[config.mk]
export PLATFORM = sky130hd
export DESIGN_NAME = lru_frame_replacer
export DESIGN_NICKNAME = d
export VERILOG_FILES = /design/src/rtl/lfr_pkg.sv /design/src/rtl/lfr_ram.sv /design/src/rtl/lru_frame_replacer.sv
export SDC_FILE = /design/constraint.sdc
export NUM_CORES = 1
export LEC_CHECK = 0
export ABC_AREA = 1
export BUFFER_PORTS_ARGS = -buffer_cell sky130_fd_sc_hd__buf_2
export CAP_MARGIN = 5
export CORE_ASPECT_RATIO = 1.2
export CORE_MARGIN = 5
export CORE_UTILIZATION = 35
export DETAILED_ROUTE_END_ITERATION = 8
export MAX_ROUTING_LAYER = met4
export PLACE_DENSITY_LB_ADDON = 0.25
export SLEW_MARGIN = 20
export SYNTH_ARGS = -nofsm -noshare
export SYNTH_HDL_FRONTEND = slang
export SYNTH_SLANG_ARGS = --single-unit
[constraint.sdc]
create_clock -name i_clk -period 7 [get_ports i_clk]
set_input_delay 0.35 -clock i_clk [delete_from_list [all_inputs] [get_ports i_clk]]
set_output_delay 0.35 -clock i_clk [all_outputs]
set_load 0.005 [all_outputs]
[src/rtl/lfr_pkg.sv]
package lfr_pkg;

    // Request codes carried in the func field.
    localparam logic [1:0] FUNC_VICTIM = 2'd0;
    localparam logic [1:0] FUNC_PIN    = 2'd1;
    localparam logic [1:0] FUNC_UNPIN  = 2'd2;

    typedef struct packed {
        logic [1:0] func;
        logic [5:0] frame_index;
    } t_req;

    typedef struct packed {
        logic       victim_found;
        logic [5:0] victim_frame;
        logic [6:0] list_count;
    } t_rsp;

endpackage

[src/rtl/lfr_ram.sv]
module lfr_ram #(
    parameter int WIDTH = 8,
    parameter int DEPTH = 64
) (
    input  logic                     i_clk,
    input  logic                     i_wr_en,
    input  logic [$clog2(DEPTH)-1:0] i_wr_addr,
    input  logic [WIDTH-1:0]         i_wr_data,
    input  logic                     i_rd_en,
    input  logic [$clog2(DEPTH)-1:0] i_rd_addr,
    output logic [WIDTH-1:0]         o_rd_data
);

    logic [WIDTH-1:0] r_mem [DEPTH];
    logic [WIDTH-1:0] r_rd_data;

    // The read returns the contents from before a write at the same edge.
    always_ff @(posedge i_clk) begin
        if (i_wr_en) begin
            r_mem[i_wr_addr] <= i_wr_data;
        end
        if (i_rd_en) begin
            r_rd_data <= r_mem[i_rd_addr];
        end
    end

    assign o_rd_data = r_rd_data;

endmodule

[src/rtl/lru_frame_replacer.sv]
// Channel   Direction  Handshake                 Word
// request   in         i_in_valid / o_in_stall   i_in_word  (lfr_pkg::t_req)
// result    out        o_out_valid / i_out_stall o_out_word (lfr_pkg::t_rsp)
//
// One request is taken every cycle unless the request channel stalls; its result is
// presented at the next edge unless the result register is stalled. The list update is
// combinational from request to result register; link RAM reads are issued on acceptance.
// Reset (synchronous, i_rst_n low) empties the list at once; the link RAMs are not cleared.
// While the result register is full and stalled, the request register holds and the
// request channel stalls once it too is full.
module lru_frame_replacer #(
    parameter int FRAMES = 64
) (
    input  logic          i_clk,
    input  logic          i_rst_n,
    input  logic          i_in_valid,
    output logic          o_in_stall,
    input  lfr_pkg::t_req i_in_word,
    output logic          o_out_valid,
    input  logic          i_out_stall,
    output lfr_pkg::t_rsp o_out_word
);

    import lfr_pkg::*;

    localparam int AW = $clog2(FRAMES);
    localparam int LW = $clog2(FRAMES + 1);
    localparam logic [LW-1:0] NONE = LW'(FRAMES);

    logic          r_in_valid;
    t_req          r_in;
    logic          r_out_valid;
    t_rsp          r_out;
    t_rsp          n_out;

    logic [FRAMES-1:0] r_in_list, n_in_list;
    logic [LW-1:0]     r_head, n_head;
    logic [LW-1:0]     r_tail, n_tail;
    logic [LW-1:0]     r_count, n_count;

    logic          advance;
    logic          accept;
    logic [AW-1:0] req_addr;
    logic [AW-1:0] head_rd_addr;

    // Link RAM ports and same-edge write bypass.
    logic          prev_we, next_we;
    logic [AW-1:0] prev_wa, next_wa;
    logic [LW-1:0] prev_wd, next_wd;
    logic [LW-1:0] prev_q, next_q, headnxt_q;
    logic          r_pf_hit, r_nf_hit, r_hf_hit;
    logic [LW-1:0] r_pf_data, r_nf_data, r_hf_data;
    logic [LW-1:0] prev_rd, next_rd, headnxt_rd;

    logic [1:0]    func;
    logic [AW-1:0] fa;
    logic [LW-1:0] fl;
    logic          f_ok;
    logic          f_in;
    logic          do_victim, do_pin, do_unpin, do_unlink;
    logic [LW-1:0] u_node, u_prev, u_next;

    assign advance     = r_in_valid && (!r_out_valid || !i_out_stall);
    assign o_in_stall  = r_in_valid && !advance;
    assign accept      = i_in_valid && !o_in_stall;
    assign o_out_valid = r_out_valid;
    assign o_out_word  = r_out;

    assign req_addr     = AW'(i_in_word.frame_index);
    assign head_rd_addr = n_head[AW-1:0];

    assign prev_rd    = r_pf_hit ? r_pf_data : prev_q;
    assign next_rd    = r_nf_hit ? r_nf_data : next_q;
    assign headnxt_rd = r_hf_hit ? r_hf_data : headnxt_q;

    lfr_ram #(.WIDTH(LW), .DEPTH(FRAMES)) u_prev_ram (
        .i_clk     (i_clk),
        .i_wr_en   (prev_we),
        .i_wr_addr (prev_wa),
        .i_wr_data (prev_wd),
        .i_rd_en   (accept),
        .i_rd_addr (req_addr),
        .o_rd_data (prev_q)
    );

    // Two copies of the next links: one read for the requested frame,
    // one kept pointed at the current head for victim requests.
    lfr_ram #(.WIDTH(LW), .DEPTH(FRAMES)) u_next_ram (
        .i_clk     (i_clk),
        .i_wr_en   (next_we),
        .i_wr_addr (next_wa),
        .i_wr_data (next_wd),
        .i_rd_en   (accept),
        .i_rd_addr (req_addr),
        .o_rd_data (next_q)
    );

    lfr_ram #(.WIDTH(LW), .DEPTH(FRAMES)) u_head_ram (
        .i_clk     (i_clk),
        .i_wr_en   (next_we),
        .i_wr_addr (next_wa),
        .i_wr_data (next_wd),
        .i_rd_en   (1'b1),
        .i_rd_addr (head_rd_addr),
        .o_rd_data (headnxt_q)
    );

    always_comb begin
        func = r_in.func;
        fa   = AW'(r_in.frame_index);
        fl   = LW'(fa);
        f_ok = 32'(r_in.frame_index) < 32'(FRAMES);
        f_in = r_in_list[fa];

        do_victim = advance && (func == FUNC_VICTIM) && (r_count != '0);
        do_pin    = advance && (func == FUNC_PIN) && f_ok && f_in;
        do_unpin  = advance && (func == FUNC_UNPIN) && f_ok && !f_in
                    && (r_count < LW'(FRAMES));
        do_unlink = do_victim || do_pin;

        // The new tail's next link is not written on append, so it is taken as none here.
        u_node = do_victim ? r_head : fl;
        u_prev = do_victim ? NONE : prev_rd;
        if (do_victim) begin
            u_next = (r_head == r_tail) ? NONE : headnxt_rd;
        end else begin
            u_next = (fl == r_tail) ? NONE : next_rd;
        end

        n_head    = r_head;
        n_tail    = r_tail;
        n_count   = r_count;
        n_in_list = r_in_list;
        prev_we   = 1'b0;
        prev_wa   = '0;
        prev_wd   = '0;
        next_we   = 1'b0;
        next_wa   = '0;
        next_wd   = '0;

        if (do_unlink) begin
            if (u_prev != NONE) begin
                next_we = 1'b1;
                next_wa = u_prev[AW-1:0];
                next_wd = u_next;
            end else begin
                n_head = u_next;
            end
            if (u_next != NONE) begin
                prev_we = 1'b1;
                prev_wa = u_next[AW-1:0];
                prev_wd = u_prev;
            end else begin
                n_tail = u_prev;
            end
            n_in_list[u_node[AW-1:0]] = 1'b0;
            n_count = r_count - LW'(1);
        end else if (do_unpin) begin
            prev_we = 1'b1;
            prev_wa = fa;
            prev_wd = r_tail;
            if (r_tail != NONE) begin
                next_we = 1'b1;
                next_wa = r_tail[AW-1:0];
                next_wd = fl;
            end else begin
                n_head = fl;
            end
            n_tail        = fl;
            n_in_list[fa] = 1'b1;
            n_count       = r_count + LW'(1);
        end

        n_out.victim_found = do_victim;
        n_out.victim_frame = do_victim ? 6'(r_head) : 6'd0;
        n_out.list_count   = 7'(n_count);
    end

    always_ff @(posedge i_clk) begin
        if (!i_rst_n) begin
            r_in_valid  <= 1'b0;
            r_out_valid <= 1'b0;
            r_in_list   <= '0;
            r_head      <= NONE;
            r_tail      <= NONE;
            r_count     <= '0;
        end else begin
            if (accept) begin
                r_in_valid <= 1'b1;
            end else if (advance) begin
                r_in_valid <= 1'b0;
            end
            if (advance) begin
                r_out_valid <= 1'b1;
            end else if (!i_out_stall) begin
                r_out_valid <= 1'b0;
            end
            r_in_list <= n_in_list;
            r_head    <= n_head;
            r_tail    <= n_tail;
            r_count   <= n_count;
        end
    end

    always_ff @(posedge i_clk) begin
        if (accept) begin
            r_in      <= i_in_word;
            r_pf_hit  <= prev_we && (prev_wa == req_addr);
            r_pf_data <= prev_wd;
            r_nf_hit  <= next_we && (next_wa == req_addr);
            r_nf_data <= next_wd;
        end
        if (advance) begin
            r_out <= n_out;
        end
        r_hf_hit  <= next_we && (next_wa == head_rd_addr);
        r_hf_data <= next_wd;
    end

`ifndef SYNTHESIS
    a_count_range: assert property (@(posedge i_clk) disable iff (!i_rst_n)
        r_count <= LW'(FRAMES))
        else $error("list length exceeds frame count");

    a_head_empty: assert property (@(posedge i_clk) disable iff (!i_rst_n)
        (r_count == '0) == (r_head == NONE))
        else $error("head disagrees with list length");

    a_tail_empty: assert property (@(posedge i_clk) disable iff (!i_rst_n)
        (r_count == '0) == (r_tail == NONE))
        else $error("tail disagrees with list length");

    a_members: assert property (@(posedge i_clk) disable iff (!i_rst_n)
        $countones(r_in_list) == int'(r_count))
        else $error("membership bits disagree with list length");

    a_victim_drop: assert property (@(posedge i_clk) disable iff (!i_rst_n)
        do_victim |=> !r_in_list[$past(r_head[AW-1:0])])
        else $error("evicted frame still marked present");
`endif

endmodule
# Word level (Yosys, flattened, before mapping)
# Memories as Yosys holds them, arrays and structs flattened. A register that Yosys moved wholly into a read port is not among the register bits.
# Cells that the tools add are included.
[totals]
register_bits = 133
latch_bits = 0
ram_bits = 1344
romBits = 0
in_bits = 12
out_inout_bits = 16
word_cells = 127
n_memories = 3
[op_classes]
n_addsub = 2
mul = 0
div = 0
n_lt_le_gt_ge = 5
eq_ne = 14
shifts = 0
muxes = 54
bitwise_logic = 3
reduce_logical = 28
[memory_table]
columns = ["memory", "words", "width", "read_ports", "rd_ports_with_merged_regs", "wr", "line", "rtl"]
rows = [
  ["u_head_ram.r_mem", 64, 7, 1, 1, 1, "lfr_ram.sv:14", "logic [WIDTH-1:0] r_mem [DEPTH];"],
  ["u_next_ram.r_mem", 64, 7, 1, 1, 1, "lfr_ram.sv:14", ""],
  ["u_prev_ram.r_mem", 64, 7, 1, 1, 1, "lfr_ram.sv:14", ""],
]
[ops]
columns = ["op", "n"]
rows = [
  ["$mux 7", 21],
  ["$mux 64", 2],
  ["$and 64x64->64", 1],
  ["$not 64->64", 1],
  ["$or 64x64->64", 1],
  ["$mux 6", 10],
  ["$ne 7x7->1 const B", 3],
  ["$eq 6x6->1", 3],
  ["$mux 1", 18],
  ["$logic_and 1x1->1", 15],
  ["$lt 6x7->1 const B", 2],
  ["$demux 1 s6", 2],
  ["$ge 6x1->1 const B", 2],
  ["$add 7x1->7 const B", 1],
  ["$eq 6x7->1", 1],
  ["$eq 7x7->1", 1],
  ["$lt 7x7->1 const B", 1],
  ["$reduce_bool 7->1", 1],
  ["$sub 7x1->7 const B", 1],
  ["$bmux 1 s6", 1],
  ["$ne 2x2->1 const B", 3],
  ["$logic_not 1->1", 5],
  ["$reduce_bool 2->1", 2],
  ["$reduce_and 3->1", 1],
  ["6 further kinds", 7],
]

# Logic depth before layout (Yosys ltp)
[logic_depth]
word_depth = 13
mapped_depth = 24
ltp_nobuf = 22

# Modules after synthesis
# A second synthesis with hierarchy kept.
[unflattened]
cells_unflattened = 5958
area_unflattened_um2 = 63788.7
[by_module_without_submodules]
columns = ["mod", "n_inst", "cells_each", "area_per_inst_um2", "seq_area_each_um2"]
rows = [
  ["lfr_ram", 3, 1590, 18615.4, 13663.1],
  ["lru_frame_replacer", 1, 1188, 7942.6, 3042.9],
]

# Least setup slack after synthesis
# OpenSTA, ideal clock, no wires.
[synth_timing]
kind = "register to register"
from = "register r_in (netlist bit fa[2])"
to = "register r_pf_data[2] (data pin)"
setup_ns = 0.710
t_arrival_ns = 4.417
required_time_ns = 6.290
setup_slack_ns = 1.873
stages_incl_launch_ff = 15
path_buffers = 3
synth_period_minus_slack_ns = 5.127
cell_sequence = "edfxtp_1 > buf_4 > nor2_4 > buf_2 > nand3_1 > nand4_1 > nand2_1 > nand2_1 > nor2_2 > nand2_2 > nand2_1 > nand2_2 > buf_6 > nand3_1 > o21ai_0"
[synth_via]
elab_chain_cells = 7
elab_cells_between_ends = 14
classes_between = "eq/ne: 2; mux: 7; reduce/logical: 5"
[synth_lines]
columns = ["item", "line", "rtl"]
rows = [
  ["from (decl)", "lru_frame_replacer.sv:31", "t_req r_in;"],
  ["from (signal assigned)", "lru_frame_replacer.sv:207", "r_in <= i_in_word;"],
  ["$bmux 1 s6", "lru_frame_replacer.sv:113", "f_in = r_in_list[fa];"],
  ["$mux 1 (implied by the code)", "lru_frame_replacer.sv:113", ""],
  ["$logic_not 1->1", "lru_frame_replacer.sv:117", "do_unpin = advance && (func == FUNC_UNPIN) && f_ok && !f_in"],
  ["$logic_and 1x1->1", "lru_frame_replacer.sv:117", ""],
  ["$logic_and 1x1->1", "lru_frame_replacer.sv:118", "&& (r_count < LW'(FRAMES));"],
  ["$mux 7", "lru_frame_replacer.sv:158", "end else if (do_unpin) begin"],
  ["$mux 7 (*)", "lru_frame_replacer.sv:141", "if (do_unlink) begin"],
  ["net prev_wd[2]", "lru_frame_replacer.sv:49", "logic [LW-1:0] prev_wd, next_wd;"],
  ["to (signal assigned)", "lru_frame_replacer.sv:209", "r_pf_data <= prev_wd;"],
  ["to (decl)", "lru_frame_replacer.sv:52", "logic [LW-1:0] r_pf_data, r_nf_data, r_hf_data;"],
]
# The timed path passes the listed nets; every way through them passes the cells marked *. The select of a mux whose other input is x is not followed.
# A chain may end at the register's enable or synchronous reset.

# Final worst setup path
[layout_timing]
from = "register r_in (netlist bit fa[0])"
to = "register u_head_ram.r_rd_data[3], in the netlist u_head_ram.o_rd_data[3], read port of u_head_ram.r_mem"
[layout_via]
elab_chain_cells = 7
elab_cells_between_ends = 14
classes_between = "eq/ne: 1; mux: 8; reduce/logical: 5"
[layout_lines]
columns = ["item", "line", "rtl"]
rows = [
  ["$bmux 1 s6", "lru_frame_replacer.sv:113", ""],
  ["$mux 1 (implied by the code)", "lru_frame_replacer.sv:113", ""],
  ["$logic_not 1->1", "lru_frame_replacer.sv:117", ""],
  ["$logic_and 1x1->1", "lru_frame_replacer.sv:117", ""],
  ["$logic_and 1x1->1", "lru_frame_replacer.sv:118", ""],
  ["$mux 7", "lru_frame_replacer.sv:158", ""],
  ["$mux 7 (*)", "lru_frame_replacer.sv:141", ""],
  ["to (decl)", "lfr_ram.sv:15", "logic [WIDTH-1:0] r_rd_data;"],
]
# Every way passes the cells marked *; elsewhere a longest branch is shown, timed or not. The select of a mux whose other input is x is not followed.

==> results.toml <==
[yosys]
syn_nets = 5055
ys_types = 53
synth_seq_area_share_pct = 61.5
netlist_area_sq_um = 49600
synth-edff-count = 948
syn_avg_cell_area_sq_um = 9.85
yosysWarnings = 0
synthCells = 5041
ys_ff_latch = 1050
synthFlopType = "edfxtp_1"
synthArstFlopShare_pct = 0

[clock_network]
clockBufferDepth = 3
postCtsSetupRepairBufs = 0
clkTransAtPathRegs_ns = 0.06
htreeDepth = 3
clock_sinks = 1050
clock_latency_ns = 0.75
cts_root_buf = "clkbuf_16"
cts_resized = 0
cts_buffers = 112
cts_tree = "yes"

[detailed_routing]
routed-via-count = 38700
drtPass1Iterations = 6
ant_nets = 0
drt_wl_total_um = 163000
wl_per_cell_um = 23.9
drc = 0
drt-initial-drc-count = 4712
via_per_inst = 5.67

[timing]
finalSetupViolations = 0
final_max_slew_viol_count = 0
finalHoldViolCount = 0
max_freq_mhz = 182
tns_ns = 0
skew_ns = 0.0381
finalCritPeriodShare_pct = 78.5
min_period_ns = 5.49
max_slew_margin_pct = 27.2
worst_slew_pin_slew_ns = 1.09
rsz0062_at_grt = "no"

[die]
dieHeight_um = 423
core_sq_um = 141000
num_rows = 151
initial_utilization_pct = 35.2
dieArea_sq_um = 150000
io_pins = 28
die-width_um = 354

[pwr]
p_leak_nw = 20.1
p_per_area_nw_per_um2 = 264
ir_worst_vdd_uv = 195

[place]
gp_congestion = 0.907
placed_cells = 6606
dp_hpwl_um = 95400
portBuffers = 27
dpl_cell_area_sq_um = 51300

[flow_run]
maxCapViolCount = 0

[global_routing]
grt_max_degree = 189
overflow = 0
grtUsageTotal_pct = 21.6
antenna_found_initial = 0
grt_pass1_wl_um = 240000
grt_pass1_vias = 36400

[worst_setup_path]
cp-start-kind = "flop"
endpoint_kind = "flop"
critical_path_class = "flop to flop"
cp_data_required_time_ns = 7.63
crit_fanout = 113
cp.arrival_ns = 6.12

[cells_and_area]
final_common_cell = "edfxtp_1"
antenna_cells = 0
area_growth_syn_to_layout_pct = 11.1
mostFrequentLayoutCells = "edfxtp_1, nand3_1, o21ai_0"
stdcell_count = 6822
nets = 4904
drive_gt1_share_pct = 6.74
final_area_sq_um = 55100

[hold_path]
hold_path_class = "primary input to flop"

[run_status]
outcome = "completed"
cells in the mapped netlist, drive strengths merged (4+ instances only):
master | count | share of area [%]
o21ai | 660 | 6.7
o221ai | 37 | 0.65
o2111ai | 4 | 0.071
nor2 | 527 | 4.0
a211oi | 6 | 0.091
o211ai | 14 | 0.21
buf | 150 | 1.6
mux2 | 13 | 0.29
clkbuf | 209 | 1.6
nor4 | 6 | 0.088
a21oi | 135 | 1.4
o22ai | 142 | 1.8
nand3b | 74 | 1.1
edfxtp | 948 | 57
dfxtp | 102 | 4.1
nand4 | 37 | 0.47
xor2 | 13 | 0.23
nor3 | 15 | 0.23
xnor2 | 8 | 0.14
nand2 | 640 | 4.9
o32ai | 6 | 0.11
inv | 507 | 3.8
nand3 | 647 | 6.5
a221oi | 119 | 2.1
cell families after synthesis:
kind of cell	after synthesis	share of synthesized area, %
and+or+nand+nor	1950	17.4
buffers and inverters	867	7.06
adders and majority gates	2	0.0504
xor gates and xnor gates	21	0.370
muxes	15	0.335
AOI/OAI and AO/OA	1136	13.3
DFF	1050	61.5
what timing repair did:
item / in CTS / in global routing
hold endpoints to repair: 13 / 0
hold buffers: 6 / 0
setup endpoints to repair: 0 / 0
path summary, 6_finish.rpt:
path	from	to	slack (ns)	cells past startpoint
worst max register to register	fa[0]	u_head_ram.o_rd_data[3]	1.51	19
worst min-delay path	i_in_word[5]	fa[5]	0.22	1
worst min register to register	r_in_valid	o_out_valid	0.48	2
worst max-delay path	fa[0]	u_head_ram.o_rd_data[3]	1.51	19
per-stage QoR:
step / util, % / power (mW) / worst slack [ns] / hold slack, ns
finish: 39.1 / 14.5 / 1.51 / 0.215
global route: 39.1 / 15.0 / 1.26 / 0.161
CTS: 39.1 / 14.6 / 1.59 / 0.118
detailed placement: 36.3 / 8.51 / 1.60 / 0.472
global placement: 36.3 / 8.51 / 1.61 / 0.460
floorplan: - / 7.95 / 1.87 / 0.449
worst max-delay path, cell delays in order, from the launching register on:
cell and delay (ns):
edfxtp_1 0.42, buf_4 0.49, nand2_1 0.11, nand3_1 0.10, nand2_1 0.05, o21ai_1 0.21, nand2_1 0.11, nor2_2 0.23
nand2_2 0.12, a21oi_4 0.49, nand2_8 0.49, nand2_8 0.69, buf_12 0.47, nand2_1 0.10, nand3_1 0.10, nand3_1 0.09
nand3_1 0.21, nand3_1 0.36, nand3_1 0.21, nand2_1 0.07
state kept, by name (all words and copies together) (netlist names):
name,cells
u_next_ram.r_mem,448
u_prev_ram.r_mem,448
r_in_list,64
o_out_word,14
r_count,7
r_head,7
r_hf_data,7
r_nf_data,7
r_pf_data,7
r_tail,7
u_head_ram.o_rd_data,7
u_next_ram.o_rd_data,7
u_prev_ram.o_rd_data,7
fa,6
func,2
o_out_valid,1
r_hf_hit,1
r_in_valid,1
r_nf_hit,1
r_pf_hit,1
metal layers:
| layer | global-route usage (%) | vias to the layer above | wire length, um |
|---|---|---|---|
| met1 | 26.9 | 18900 | 64400 |
| met4 | 9.97 | 0 | 8260 |
| met3 | 3.06 | 430 | 12100 |
| li1 | - | 17600 | - |
| met2 | 35.0 | 1779 | 78400 |
| met5 | - | - | 0 |
cell type report:
cell class	count	area, sq um
Multi-Input combinational cell	3124	15800
Fill cell	13600	86000
Timing Repair Buffer	94	761
Inverter	508	1930
Tap cell	1836	2300
Clock inverter	70	763
Sequential cell	1050	30500
Clock buffer	140	3030
report_power, final:
part           internal, mW  switching, mW  total [mW]  leakage (nW)
logic                 0.381           1.15        1.53          8.08
registers              6.84         0.0416        6.88          10.2
clock network          3.53           2.61        6.14          1.84
Power figures use the tool's default switching activity.
